File: config.mk
export PLATFORM = sky130hd
export DESIGN_NAME = ring_slot_session_guard
export DESIGN_NICKNAME = d
export VERILOG_FILES = /design/src/design/rssg_pkg.sv /design/src/design/rssg_divider.sv /design/src/design/rssg_layout.sv /design/src/design/ring_slot_session_guard.sv
export VERILOG_INCLUDE_DIRS = /design/src /design/src/design
export SDC_FILE = /design/constraint.sdc
export NUM_CORES = 2
export LEC_CHECK = 0
export BUFFER_PORTS_ARGS = -buffer_cell sky130_fd_sc_hd__buf_2
export CAP_MARGIN = 5
export CORE_MARGIN = 3
export CORE_UTILIZATION = 50
export CTS_CLUSTER_SIZE = 14
export DETAILED_ROUTE_END_ITERATION = 10
export GPL_TIMING_DRIVEN = 0
export PLACE_DENSITY = 0.79
export SETUP_SLACK_MARGIN = 0.4
export SYNTH_ARGS = -nofsm -noshare
export SYNTH_HDL_FRONTEND = slang
export SYNTH_SLANG_ARGS = --single-unit
File: constraint.sdc
create_clock -name clk -period 13.53 [get_ports clk]
set_clock_uncertainty 0.1 [all_clocks]
set_input_delay 1.353 -clock clk [delete_from_list [all_inputs] [get_ports clk]]
set_output_delay 1.353 -clock clk [all_outputs]
set_load 0.01 [all_outputs]
File: src/design/ring_slot_session_guard_assert.svh
// assertion macros for the ring slot session guard
`ifndef RING_SLOT_SESSION_GUARD_ASSERT_SVH
`define RING_SLOT_SESSION_GUARD_ASSERT_SVH

// same-cycle implication
`define RSSG_ASSERT_NOW(label, ante, cons, msg) \
	label: assert property (@(posedge clk) disable iff (!arst_n) (ante) |-> (cons)) \
		else $error(msg);

// next-cycle implication
`define RSSG_ASSERT_NEXT(label, ante, cons, msg) \
	label: assert property (@(posedge clk) disable iff (!arst_n) (ante) |=> (cons)) \
		else $error(msg);

`endif

File: src/design/rssg_pkg.sv
`default_nettype none
package rssg_pkg;

	localparam int POS_W  = 64;
	localparam int SID_W  = 32;
	localparam int SLOT_W = 16;
	localparam int OFF_W  = 48;
	localparam int CNT_W  = 3;

	// actions
	localparam logic [2:0] ACT_BEGIN  = 3'd0;
	localparam logic [2:0] ACT_WRITE  = 3'd1;
	localparam logic [2:0] ACT_READ   = 3'd2;
	localparam logic [2:0] ACT_FLUSH  = 3'd3;
	localparam logic [2:0] ACT_FINISH = 3'd4;

	// status codes
	localparam logic [2:0] ST_OK          = 3'd0;
	localparam logic [2:0] ST_CONCURRENT  = 3'd1;
	localparam logic [2:0] ST_BAD_SESSION = 3'd2;
	localparam logic [2:0] ST_BAD_POS     = 3'd3;
	localparam logic [2:0] ST_BAD_COMP    = 3'd4;

	// register indexes
	localparam logic [2:0] REG_SLOT_COUNT  = 3'd0;
	localparam logic [2:0] REG_READ_WIN    = 3'd1;
	localparam logic [2:0] REG_WRITE_WIN   = 3'd2;
	localparam logic [2:0] REG_META_SIZE   = 3'd3;
	localparam logic [2:0] REG_COMP_COUNT  = 3'd4;
	localparam logic [2:0] REG_COMP_SIZES  = 3'd5;

	typedef struct packed {
		logic              start;
		logic [POS_W-1:0]  dividend;
		logic [SLOT_W-1:0] divisor;
	} div_req_t;

	typedef struct packed {
		logic              done;
		logic [SLOT_W-1:0] rem;
	} div_res_t;

	function automatic logic [15:0] comp_size(input logic [63:0] sizes, input logic [1:0] c);
		comp_size = sizes[16*c +: 16];
	endfunction

endpackage
`default_nettype wire

File: src/design/rssg_divider.sv
`default_nettype none
module rssg_divider (
	input  wire logic              clk,
	input  wire logic              arst_n,
	input  wire rssg_pkg::div_req_t req,
	output rssg_pkg::div_res_t     res
);

	localparam int CW = $clog2(rssg_pkg::POS_W);

	logic                        run_q;
	logic                        done_q;
	logic [CW-1:0]               cnt_q;
	logic [rssg_pkg::POS_W-1:0]  dvd_q;
	logic [rssg_pkg::SLOT_W-1:0] dsr_q;
	logic [rssg_pkg::SLOT_W-1:0] rem_q;
	logic [rssg_pkg::SLOT_W:0]   shifted;
	logic [rssg_pkg::SLOT_W:0]   diff;
	logic                        fits;

	// one restoring step per cycle
	assign shifted = {rem_q, dvd_q[rssg_pkg::POS_W-1]};
	assign diff    = shifted - {1'b0, dsr_q};
	assign fits    = shifted >= {1'b0, dsr_q};

	always_ff @(posedge clk or negedge arst_n) begin
		if (!arst_n) begin
			run_q  <= 1'b0;
			done_q <= 1'b0;
			cnt_q  <= '0;
		end else begin
			done_q <= 1'b0;
			if (req.start) begin
				run_q <= 1'b1;
				cnt_q <= '0;
			end else if (run_q) begin
				cnt_q <= cnt_q + 1'b1;
				if (cnt_q == CW'(rssg_pkg::POS_W - 1)) begin
					run_q  <= 1'b0;
					done_q <= 1'b1;
				end
			end
		end
	end

	always_ff @(posedge clk) begin
		if (req.start) begin
			dvd_q <= req.dividend;
			dsr_q <= req.divisor;
			rem_q <= '0;
		end else if (run_q) begin
			dvd_q <= {dvd_q[rssg_pkg::POS_W-2:0], 1'b0};
			rem_q <= fits ? diff[rssg_pkg::SLOT_W-1:0] : shifted[rssg_pkg::SLOT_W-1:0];
		end
	end

	assign res.done = done_q;
	assign res.rem  = rem_q;

endmodule
`default_nettype wire

File: src/design/rssg_layout.sv
`default_nettype none
module rssg_layout #(
	parameter int MAX_COMPONENTS = 4,
	parameter int PAGE_SHIFT     = 12
) (
	input  wire logic                        clk,
	input  wire logic                        arst_n,
	input  wire logic                        start,
	input  wire logic [rssg_pkg::SLOT_W-1:0] num_slots,
	input  wire logic [31:0]                 meta_len,
	input  wire logic [rssg_pkg::CNT_W-1:0]  num_comps,
	input  wire logic [63:0]                 comp_lens,
	input  wire logic [1:0]                  sel,
	output logic                             busy,
	output logic [rssg_pkg::OFF_W-1:0]       base
);

	localparam int CIDX_W = (MAX_COMPONENTS > 1) ? $clog2(MAX_COMPONENTS) : 1;
	localparam logic [rssg_pkg::OFF_W-1:0] PAGE = rssg_pkg::OFF_W'(1) << PAGE_SHIFT;

	typedef enum logic [2:0] {
		L_IDLE = 3'b001,
		L_MUL  = 3'b010,
		L_ADD  = 3'b100
	} lay_state_t;

	lay_state_t                   state_q;
	logic [CIDX_W-1:0]            idx_q;
	logic [rssg_pkg::OFF_W-1:0]   total_q;
	logic [31:0]                  prod_q;
	logic [rssg_pkg::OFF_W-1:0]   base_q [MAX_COMPONENTS];

	function automatic logic [rssg_pkg::OFF_W-1:0] page_round(
		input logic [rssg_pkg::OFF_W-1:0] v);
		page_round = (v + (PAGE - 1'b1)) & ~(PAGE - 1'b1);
	endfunction

	always_ff @(posedge clk or negedge arst_n) begin
		if (!arst_n) begin
			state_q <= L_IDLE;
			idx_q   <= '0;
		end else begin
			unique case (state_q)
				L_IDLE: begin
					if (start) begin
						idx_q   <= '0;
						state_q <= L_MUL;
					end
				end
				L_MUL: state_q <= L_ADD;
				L_ADD: begin
					if (idx_q == CIDX_W'(MAX_COMPONENTS - 1)) begin
						state_q <= L_IDLE;
					end else begin
						idx_q   <= idx_q + 1'b1;
						state_q <= L_MUL;
					end
				end
				default: state_q <= L_IDLE;
			endcase
		end
	end

	always_ff @(posedge clk) begin
		unique case (state_q)
			L_IDLE: begin
				if (start) begin
					total_q <= page_round(PAGE + rssg_pkg::OFF_W'(meta_len));
				end
			end
			L_MUL: begin
				prod_q <= rssg_pkg::comp_size(comp_lens, 2'(idx_q)) * num_slots;
				base_q[idx_q] <= (rssg_pkg::CNT_W'(idx_q) < num_comps) ? total_q : '0;
			end
			L_ADD: total_q <= page_round(total_q + rssg_pkg::OFF_W'(prod_q));
			default: ;
		endcase
	end

	assign busy = state_q != L_IDLE;
	assign base = base_q[sel[CIDX_W-1:0]];

endmodule
`default_nettype wire

File: src/design/ring_slot_session_guard.sv
// ring slot session guard, one word at a time
// begin, flush, finish and rejected accesses go from the check state straight to done
// granted accesses pass through the modulo, multiply and add states before done
// a new word is not taken until the last is done; granted accesses wait on the bit-serial position modulo slot count
// reset: owner cleared, ticket 1, write count 0; the layout pass then holds busy until it completes
// results cannot be stalled: done is high for exactly one cycle
`default_nettype none
module ring_slot_session_guard #(
	parameter int MAX_COMPONENTS = 4,
	parameter int PAGE_SHIFT     = 12
) (
	input  wire logic                        clk,
	input  wire logic                        arst_n,
	input  wire logic                        start,
	output logic                             busy,
	input  wire logic [2:0]                  action,
	input  wire logic [rssg_pkg::SID_W-1:0]  session_id,
	input  wire logic [rssg_pkg::POS_W-1:0]  position,
	input  wire logic [1:0]                  component_index,
	output logic                             done,
	output logic [2:0]                       status,
	output logic [rssg_pkg::SID_W-1:0]       granted_session,
	output logic [rssg_pkg::SLOT_W-1:0]      slot_index,
	output logic [rssg_pkg::OFF_W-1:0]       byte_offset,
	output logic [15:0]                      byte_length,
	output logic [rssg_pkg::POS_W-1:0]       oldest_position,
	output logic [rssg_pkg::POS_W-1:0]       write_position,
	output logic [rssg_pkg::POS_W-1:0]       last_writable,
	output logic                             active,
	input  wire logic                        cfg_valid,
	output logic                             cfg_ready,
	input  wire logic [2:0]                  cfg_index,
	input  wire logic [63:0]                 cfg_data
);

	typedef enum logic [5:0] {
		S_IDLE  = 6'b000001,
		S_CHECK = 6'b000010,
		S_DIV   = 6'b000100,
		S_MUL   = 6'b001000,
		S_ADD   = 6'b010000,
		S_DONE  = 6'b100000
	} state_t;

	state_t state_q;

	// configuration
	logic [15:0] num_slots_q;
	logic [15:0] read_window_q;
	logic [15:0] write_window_q;
	logic [31:0] meta_len_q;
	logic [2:0]  num_comps_q;
	logic [63:0] comp_lens_q;
	logic        relayout_q;

	// ring state
	logic [rssg_pkg::SID_W-1:0] owner_q;
	logic [rssg_pkg::SID_W-1:0] ticket_q;
	logic [rssg_pkg::POS_W-1:0] wcount_q;

	// current word
	logic [2:0]                 action_q;
	logic [rssg_pkg::SID_W-1:0] sid_q;
	logic [rssg_pkg::POS_W-1:0] pos_q;
	logic [1:0]                 comp_q;

	// result
	logic [2:0]                  status_q;
	logic [rssg_pkg::SID_W-1:0]  granted_q;
	logic [rssg_pkg::SLOT_W-1:0] slot_q;
	logic [rssg_pkg::OFF_W-1:0]  offset_q;
	logic [15:0]                 length_q;
	logic [31:0]                 prod_q;

	logic                        cfg_we;
	logic [15:0]                 cfg_v16;
	logic                        lay_busy;
	logic                        lay_start;
	logic [rssg_pkg::OFF_W-1:0]  lay_base;
	logic [rssg_pkg::POS_W-1:0]  oldest;
	logic [rssg_pkg::POS_W-1:0]  last_wr;
	logic                        owner_ok;
	logic                        comp_bad;
	rssg_pkg::div_req_t          div_req;
	rssg_pkg::div_res_t          div_res;

	assign oldest   = (wcount_q < rssg_pkg::POS_W'(read_window_q)) ? '0
		: wcount_q - rssg_pkg::POS_W'(read_window_q);
	assign last_wr  = wcount_q + rssg_pkg::POS_W'(write_window_q) - 1'b1;
	assign owner_ok = (sid_q != '0) && (sid_q == owner_q);
	assign comp_bad = ({1'b0, comp_q} >= num_comps_q)
		|| ({1'b0, comp_q} >= 3'(MAX_COMPONENTS));

	assign busy      = (state_q != S_IDLE) || lay_busy || relayout_q;
	assign cfg_ready = !busy;
	assign cfg_we    = cfg_valid && cfg_ready;
	assign cfg_v16   = cfg_data[15:0];
	assign lay_start = relayout_q && !lay_busy && (state_q == S_IDLE);

	assign div_req.start    = (state_q == S_CHECK)
		&& ((action_q == rssg_pkg::ACT_WRITE && owner_ok && pos_q <= last_wr
		&& pos_q >= wcount_q)
		|| (action_q == rssg_pkg::ACT_READ && pos_q >= oldest && pos_q < wcount_q))
		&& !comp_bad;
	assign div_req.dividend = pos_q;
	assign div_req.divisor  = num_slots_q;

	rssg_divider u_div (
		.clk    (clk),
		.arst_n (arst_n),
		.req    (div_req),
		.res    (div_res)
	);

	rssg_layout #(
		.MAX_COMPONENTS (MAX_COMPONENTS),
		.PAGE_SHIFT     (PAGE_SHIFT)
	) u_layout (
		.clk       (clk),
		.arst_n    (arst_n),
		.start     (lay_start),
		.num_slots (num_slots_q),
		.meta_len  (meta_len_q),
		.num_comps (num_comps_q),
		.comp_lens (comp_lens_q),
		.sel       (comp_q),
		.busy      (lay_busy),
		.base      (lay_base)
	);

	// configuration writes
	always_ff @(posedge clk or negedge arst_n) begin
		if (!arst_n) begin
			num_slots_q    <= 16'd2;
			read_window_q  <= 16'd1;
			write_window_q <= 16'd1;
			meta_len_q     <= 32'd1;
			num_comps_q    <= 3'd1;
			comp_lens_q    <= 64'd1;
			relayout_q     <= 1'b1;
		end else begin
			if (lay_start) begin
				relayout_q <= 1'b0;
			end
			if (cfg_we) begin
				unique case (cfg_index)
					rssg_pkg::REG_SLOT_COUNT: begin
						if (cfg_v16 >= 16'd2) begin
							num_slots_q <= cfg_v16;
						end
						relayout_q <= 1'b1;
					end
					rssg_pkg::REG_READ_WIN: begin
						if (cfg_v16 >= 16'd1 && cfg_v16 < num_slots_q) begin
							read_window_q <= cfg_v16;
							if (write_window_q < num_slots_q - cfg_v16) begin
								write_window_q <= num_slots_q - cfg_v16;
							end
						end
					end
					rssg_pkg::REG_WRITE_WIN: begin
						if (cfg_v16 >= 16'd1 && cfg_v16 < num_slots_q) begin
							write_window_q <= cfg_v16;
							if (read_window_q < num_slots_q - cfg_v16) begin
								read_window_q <= num_slots_q - cfg_v16;
							end
						end
					end
					rssg_pkg::REG_META_SIZE: begin
						meta_len_q <= cfg_data[31:0];
						relayout_q <= 1'b1;
					end
					rssg_pkg::REG_COMP_COUNT: begin
						if (cfg_data[2:0] >= 3'd1 && cfg_data[2:0] <= 3'(MAX_COMPONENTS)) begin
							num_comps_q <= cfg_data[2:0];
						end
						relayout_q <= 1'b1;
					end
					rssg_pkg::REG_COMP_SIZES: begin
						comp_lens_q <= cfg_data;
						relayout_q  <= 1'b1;
					end
					default: ;
				endcase
			end
		end
	end

	// sequencer and ring state
	always_ff @(posedge clk or negedge arst_n) begin
		if (!arst_n) begin
			state_q  <= S_IDLE;
			owner_q  <= '0;
			ticket_q <= 32'd1;
			wcount_q <= '0;
		end else begin
			unique case (state_q)
				S_IDLE: begin
					if (start && !busy) begin
						state_q <= S_CHECK;
					end
				end
				S_CHECK: begin
					state_q <= div_req.start ? S_DIV : S_DONE;
					unique case (action_q)
						rssg_pkg::ACT_BEGIN: begin
							ticket_q <= ticket_q + 1'b1;
							if (owner_q == '0) begin
								owner_q <= ticket_q;
							end
						end
						rssg_pkg::ACT_FLUSH: begin
							if (owner_ok) begin
								wcount_q <= wcount_q + 1'b1;
							end
						end
						rssg_pkg::ACT_FINISH: begin
							if (owner_ok) begin
								owner_q <= '0;
							end
						end
						default: ;
					endcase
				end
				S_DIV: begin
					if (div_res.done) begin
						state_q <= S_MUL;
					end
				end
				S_MUL:  state_q <= S_ADD;
				S_ADD:  state_q <= S_DONE;
				S_DONE: state_q <= S_IDLE;
				default: state_q <= S_IDLE;
			endcase
		end
	end

	// payload
	always_ff @(posedge clk) begin
		unique case (state_q)
			S_IDLE: begin
				action_q <= action;
				sid_q    <= session_id;
				pos_q    <= position;
				comp_q   <= component_index;
			end
			S_CHECK: begin
				status_q  <= rssg_pkg::ST_OK;
				granted_q <= '0;
				slot_q    <= '0;
				offset_q  <= '0;
				length_q  <= '0;
				unique case (action_q)
					rssg_pkg::ACT_BEGIN: begin
						if (owner_q == '0) begin
							granted_q <= ticket_q;
						end else begin
							status_q <= rssg_pkg::ST_CONCURRENT;
						end
					end
					rssg_pkg::ACT_WRITE: begin
						if (!owner_ok) begin
							status_q <= rssg_pkg::ST_BAD_SESSION;
						end else if (pos_q > last_wr || pos_q < wcount_q) begin
							status_q <= rssg_pkg::ST_BAD_POS;
						end else if (comp_bad) begin
							status_q <= rssg_pkg::ST_BAD_COMP;
						end else begin
							length_q <= rssg_pkg::comp_size(comp_lens_q, comp_q);
						end
					end
					rssg_pkg::ACT_READ: begin
						if (pos_q < oldest || pos_q >= wcount_q) begin
							status_q <= rssg_pkg::ST_BAD_POS;
						end else if (comp_bad) begin
							status_q <= rssg_pkg::ST_BAD_COMP;
						end else begin
							length_q <= rssg_pkg::comp_size(comp_lens_q, comp_q);
						end
					end
					rssg_pkg::ACT_FLUSH, rssg_pkg::ACT_FINISH: begin
						if (!owner_ok) begin
							status_q <= rssg_pkg::ST_BAD_SESSION;
						end
					end
					default: ;
				endcase
			end
			S_DIV: begin
				if (div_res.done) begin
					slot_q <= div_res.rem;
				end
			end
			S_MUL: prod_q <= slot_q * length_q;
			S_ADD: offset_q <= lay_base + rssg_pkg::OFF_W'(prod_q);
			default: ;
		endcase
	end

	assign done            = state_q == S_DONE;
	assign status          = status_q;
	assign granted_session = granted_q;
	assign slot_index      = slot_q;
	assign byte_offset     = offset_q;
	assign byte_length     = length_q;
	assign oldest_position = oldest;
	assign write_position  = wcount_q;
	assign last_writable   = last_wr;
	assign active          = owner_q != '0;

`include "ring_slot_session_guard_assert.svh"

	`RSSG_ASSERT_NEXT(a_done_single, done, !done, "done strobe longer than one cycle")
	`RSSG_ASSERT_NEXT(a_accept_busy, start && !busy, busy, "accepted word did not raise busy")
	`RSSG_ASSERT_NOW(a_div_in_div, div_res.done, state_q == S_DIV, "modulo finished outside its state")
	`RSSG_ASSERT_NOW(a_no_cfg_busy, cfg_ready, !lay_busy && state_q == S_IDLE, "config open while busy")

endmodule
`default_nettype wire
==> report_table.html <==
<table>
<tr><th>Metric</th><th>Value</th></tr>
<tr><th colspan="2">Status</th></tr>
<tr><td>Run status</td><td>complete, but fails checks</td></tr>
<tr><td>Failing checks</td><td>capacitance limit</td></tr>
<tr><th colspan="2">Setup path</th></tr>
<tr><td>Setup crit start kind</td><td>flop</td></tr>
<tr><td>Register-to-Register Setup Slack</td><td>3.95 ns</td></tr>
<tr><td>Highest net fanout along the worst path</td><td>10</td></tr>
<tr><td>Data arrival time of the critical path</td><td>9.93 ns</td></tr>
<tr><td>Register-to-Register Path Depth</td><td>28</td></tr>
<tr><td>Data required time at the worst endpoint</td><td>13.88 ns</td></tr>
<tr><td>Worst r2r dst</td><td>u_layout.prod_q[30]</td></tr>
<tr><td>Launch instance of the worst register-to-register path</td><td>u_layout.idx_q[0]</td></tr>
<tr><td>Type of destination of the critical path</td><td>flop</td></tr>
<tr><td>Max incr delay on CP</td><td>0.75 ns</td></tr>
<tr><td>Master of the slowest instance on the critical path</td><td>sky130_fd_sc_hd__buf_1</td></tr>
<tr><td>Critical path class</td><td>flop to flop</td></tr>
<tr><td>CP dominant cell by count</td><td>sky130_fd_sc_hd__fa_1</td></tr>
<tr><th colspan="2">Timing</th></tr>
<tr><td>Unrepaired setup endpoints after global routing</td><td>no</td></tr>
<tr><td>Portion of the clock cycle consumed by the worst path in the final layout</td><td>a little over 70%</td></tr>
<tr><td>Transition time at the pin with the least slew margin</td><td>~1.5 ns</td></tr>
<tr><td>Final Max Slew Viols</td><td>0</td></tr>
<tr><td>Minimum clock period</td><td>9.578 ns</td></tr>
<tr><td>Hold violation total from the final report</td><td>0</td></tr>
<tr><td>Hold_ws</td><td>0.3818 ns</td></tr>
<tr><td>Final Setup Violations</td><td>0</td></tr>
<tr><td>Aggregate negative setup slack</td><td>0 ns</td></tr>
<tr><td>FMAX</td><td>around 0.10 GHz</td></tr>
<tr><td>Rel. slew slack</td><td>2.311%</td></tr>
<tr><th colspan="2">Global routing</th></tr>
<tr><td>GRT Residual Overflow</td><td>0</td></tr>
<tr><td>Global-route wire length before repair</td><td>310100 um</td></tr>
<tr><td>Vias in the first global route</td><td>between 50000 and 60000</td></tr>
<tr><td>Number of antenna violations at the first check in global routing</td><td>44</td></tr>
<tr><td>Pin count of the biggest net entering global routing</td><td>117</td></tr>
<tr><td>Global-route usage over all layers</td><td>29.51%</td></tr>
<tr><th colspan="2">Route</th></tr>
<tr><td>Post-DR wirelength/cell</td><td>between 20 and 25 um</td></tr>
<tr><td>Initial detailed-routing violation count</td><td>4595</td></tr>
<tr><td>Post-route antenna net violation count</td><td>0</td></tr>
<tr><td>Drt first pass iters</td><td>6</td></tr>
<tr><td>Number of remaining DRC errors</td><td>0</td></tr>
<tr><td>Total number of vias</td><td>51790</td></tr>
<tr><td>Routed WL</td><td>206000 um</td></tr>
<tr><td>DR vias/cell</td><td>5.849</td></tr>
<tr><th colspan="2">Layout</th></tr>
<tr><td>Area Overhead vs Synth</td><td>12.33%</td></tr>
<tr><td>Post-route cell area</td><td>about 75000 um2</td></tr>
<tr><td>Number of filler instances in the final layout</td><td>11060</td></tr>
<tr><td>Fin nets</td><td>8261</td></tr>
<tr><td>Final standard cell count with taps included and fillers excluded</td><td>8854</td></tr>
<tr><td>Layout cells sized above 1</td><td>13.54%</td></tr>
<tr><th colspan="2">Clock tree</th></tr>
<tr><td>Maximum level of the CTS H-tree</td><td>3</td></tr>
<tr><td>TritonCTS buffer count</td><td>93</td></tr>
<tr><td>Clock-pin transition on the worst setup and hold timing paths</td><td>0.06 ns</td></tr>
<tr><td>Number of resized instances in the post-cts repair step</td><td>0</td></tr>
<tr><td>Clock Tree Root</td><td>sky130_fd_sc_hd__clkbuf_16</td></tr>
<tr><td>Total of hold buffers inserted after clock tree synthesis</td><td>0</td></tr>
<tr><td>Clock tree from TritonCTS</td><td>yes</td></tr>
<tr><td>Insertion delay to the later sink of the worst-skew pair</td><td>a little under 0.8 ns</td></tr>
<tr><td>Clock tree sinks</td><td>~850</td></tr>
<tr><td>CTS max path bufs</td><td>3</td></tr>
<tr><td>Number of setup buffers added after CTS</td><td>0</td></tr>
<tr><th colspan="2">Yosys</th></tr>
<tr><td>Cell with the most instances after synthesis</td><td>sky130_fd_sc_hd__inv_1</td></tr>
<tr><td>Post-synth cell types</td><td>113</td></tr>
<tr><td>Count of yosys warnings during synthesis</td><td>0</td></tr>
<tr><td>Post-synth net total</td><td>~7700</td></tr>
<tr><td>Post-Synthesis Cells</td><td>6404</td></tr>
<tr><td>Cell taking the most area after synthesis</td><td>sky130_fd_sc_hd__edfxtp_1</td></tr>
<tr><td>Post-synthesis register bit count</td><td>about 850</td></tr>
<tr><td>Ranking of synthesized cells by area</td><td>sky130_fd_sc_hd__edfxtp_1, sky130_fd_sc_hd__ha_1, sky130_fd_sc_hd__fa_1</td></tr>
<tr><td>Portion of synthesized cell area occupied by the leading cell type</td><td>24.15%</td></tr>
<tr><td>Number of enable flip-flop cells after synthesis</td><td>540</td></tr>
<tr><td>Average size of a mapped cell</td><td>approximately 10 um2</td></tr>
<tr><td>Post-synth top flop</td><td>sky130_fd_sc_hd__edfxtp_1</td></tr>
<tr><td>Part of the Yosys area used for sequential elements</td><td>35.70%</td></tr>
<tr><td>Async set-reset flop share out of synthesis</td><td>34.58%</td></tr>
<tr><td>Syn Std Cell Area</td><td>67150 um2</td></tr>
<tr><td>Top cell types by occurrence after synthesis</td><td>sky130_fd_sc_hd__inv_1, sky130_fd_sc_hd__ha_1, sky130_fd_sc_hd__nand2_1, sky130_fd_sc_hd__edfxtp_1, sky130_fd_sc_hd__fa_1</td></tr>
<tr><th colspan="2">Place</th></tr>
<tr><td>Total placed cells including tap cells</td><td>8652</td></tr>
<tr><td>Number of port buffers</td><td>479</td></tr>
<tr><td>Dpl cell area</td><td>72080 um2</td></tr>
<tr><td>HPWL after detailed placement</td><td>approximately 160000 um</td></tr>
<tr><td>Placer's final routability congestion estimate</td><td>0.9953</td></tr>
<tr><th colspan="2">Hold path</th></tr>
<tr><td>Path class of the lowest-slack min-delay path</td><td>flop to flop</td></tr>
<tr><td>Start point of the worst min-delay path</td><td>num_comps_q[1]</td></tr>
<tr><td>Hold-critical path endpoint</td><td>num_comps_q[1]</td></tr>
<tr><td>Number of instances on the worst hold path</td><td>2</td></tr>
<tr><th colspan="2">Floorplan</th></tr>
<tr><td>FP Rows</td><td>133</td></tr>
<tr><td>Core area</td><td>132500 um2</td></tr>
<tr><td>Initial Utilization</td><td>50.69%</td></tr>
<tr><td>Die Y</td><td>roughly 370 um</td></tr>
<tr><td>Chip Width</td><td>372.5 um</td></tr>
<tr><td>Die Outline Area</td><td>138700 um2</td></tr>
<tr><td>I/O pin cnt</td><td>approximately 480</td></tr>
<tr><th colspan="2">Run</th></tr>
<tr><td>Max-cap viol count</td><td>1</td></tr>
</table>
## metrics by stage
step | setup WS, ns | util [%]
after floorplan | 5.720 | -
after global placement | 3.717 | 54.16
after detailed placement | 4.071 | 54.41
after CTS | 3.995 | 56.89
after global routing | 3.266 | 56.90
final | 3.952 | 56.94
## worst max-delay path: cells and delay by family (launching register included)
kind                       cells  cell delay (ns)
adders and majority gates      7             3.52
buffers and inverters          8             2.21
AOI/OAI and AO/OA              9             2.06
muxes                          1             0.58
DFF                            1             0.37
and+or+nand+nor                2             0.27
xor gates and xnor gates       1             0.14
## placed cells by master (no fill, tap or decap), types with 90 or more instances in the layout
master	count
sky130_fd_sc_hd__clkbuf_16	98
sky130_fd_sc_hd__nand2_1	679
sky130_fd_sc_hd__o21ai_0	217
sky130_fd_sc_hd__ha_1	704
sky130_fd_sc_hd__fa_1	393
sky130_fd_sc_hd__a21o_1	147
sky130_fd_sc_hd__dfrtp_1	285
sky130_fd_sc_hd__a21oi_1	244
sky130_fd_sc_hd__buf_2	489
sky130_fd_sc_hd__xor2_1	133
sky130_fd_sc_hd__and2_1	277
sky130_fd_sc_hd__nor2_1	334
sky130_fd_sc_hd__clkbuf_1	182
sky130_fd_sc_hd__nand4_1	90
sky130_fd_sc_hd__nand3_1	96
sky130_fd_sc_hd__edfxtp_1	540
sky130_fd_sc_hd__inv_1	770
sky130_fd_sc_hd__xnor2_1	277
## sequential cells by signal, summed over array words and instances (netlist names), 32 cells and up, named ones only
signal            count
pos_q                64
write_position       64
byte_offset          48
u_layout.base_q     144
comp_lens_q          64
meta_len_q           32
owner_q              32
u_layout.total_q     36
u_div.dvd_q          64
sid_q                32
prod_q               32
ticket_q             32
u_layout.prod_q      32
granted_session      32
## final cells by class
cell class	count	area (um2)	area share (%)
flip-flops and latches	853	23970	31.78
multi-input cells	4578	39460	52.31
clock buffers	125	2624	3.478
well taps	1755	2196	2.911
plain buffers	201	850.8	1.128
diodes	26	65.06	0.08626
clock inverters	51	663.1	0.8792
inverters	772	2904	3.850
repair buffers	493	2698	3.576
## worst max path at each step
| stage | start | endpoint | slack [ns] | cells after the start |
|---|---|---|---|---|
| 2_1_floorplan | u_layout.idx_q[0] | u_layout.prod_q[30] | 5.72 | 28 |
| 5_1_grt | u_layout.idx_q[0] | u_layout.prod_q[30] | 3.27 | 28 |
| 3_3_place_gp | write_position[0] | u_div.dvd_q[7] | 3.72 | 29 |
| 6_report | u_layout.idx_q[0] | u_layout.prod_q[30] | 3.95 | 28 |
| 4_1_cts | u_layout.idx_q[0] | u_layout.prod_q[30] | 4.00 | 28 |
| 3_5_place_dp | u_layout.idx_q[0] | u_layout.prod_q[30] | 4.07 | 28 |
## metal layers
| layer | GRT usage [%] | part of all wire, % | vias up |
|---|---|---|---|
| li1 | - | - | 23130 |
| met1 | 38.26 | 39 | 25550 |
| met2 | 45.41 | 45 | 2515 |
| met3 | 6.829 | 9.6 | 567 |
| met4 | 17.07 | 6.6 | 26 |
| met5 | 0 | 0.086 | - |
## kinds of logic (layout without fill, tap and decap cells)
kind of cell,count (synthesis),after routing,synth area share (%)
XOR/XNOR,410,410,5.348
AO/OA/AOI/OAI,925,925,8.980
flip-flops,853,853,35.70
AND/OR/NAND/NOR,1906,1906,14.12
other,0,26,0
buffers and inverters,973,1642,5.585
multiplexers,240,240,5.439
adder cells (fa/ha/maj),1097,1097,24.84
Power is not shown: default switching activity piles up to over one toggle a cycle in this logic, so the estimate is an artifact.
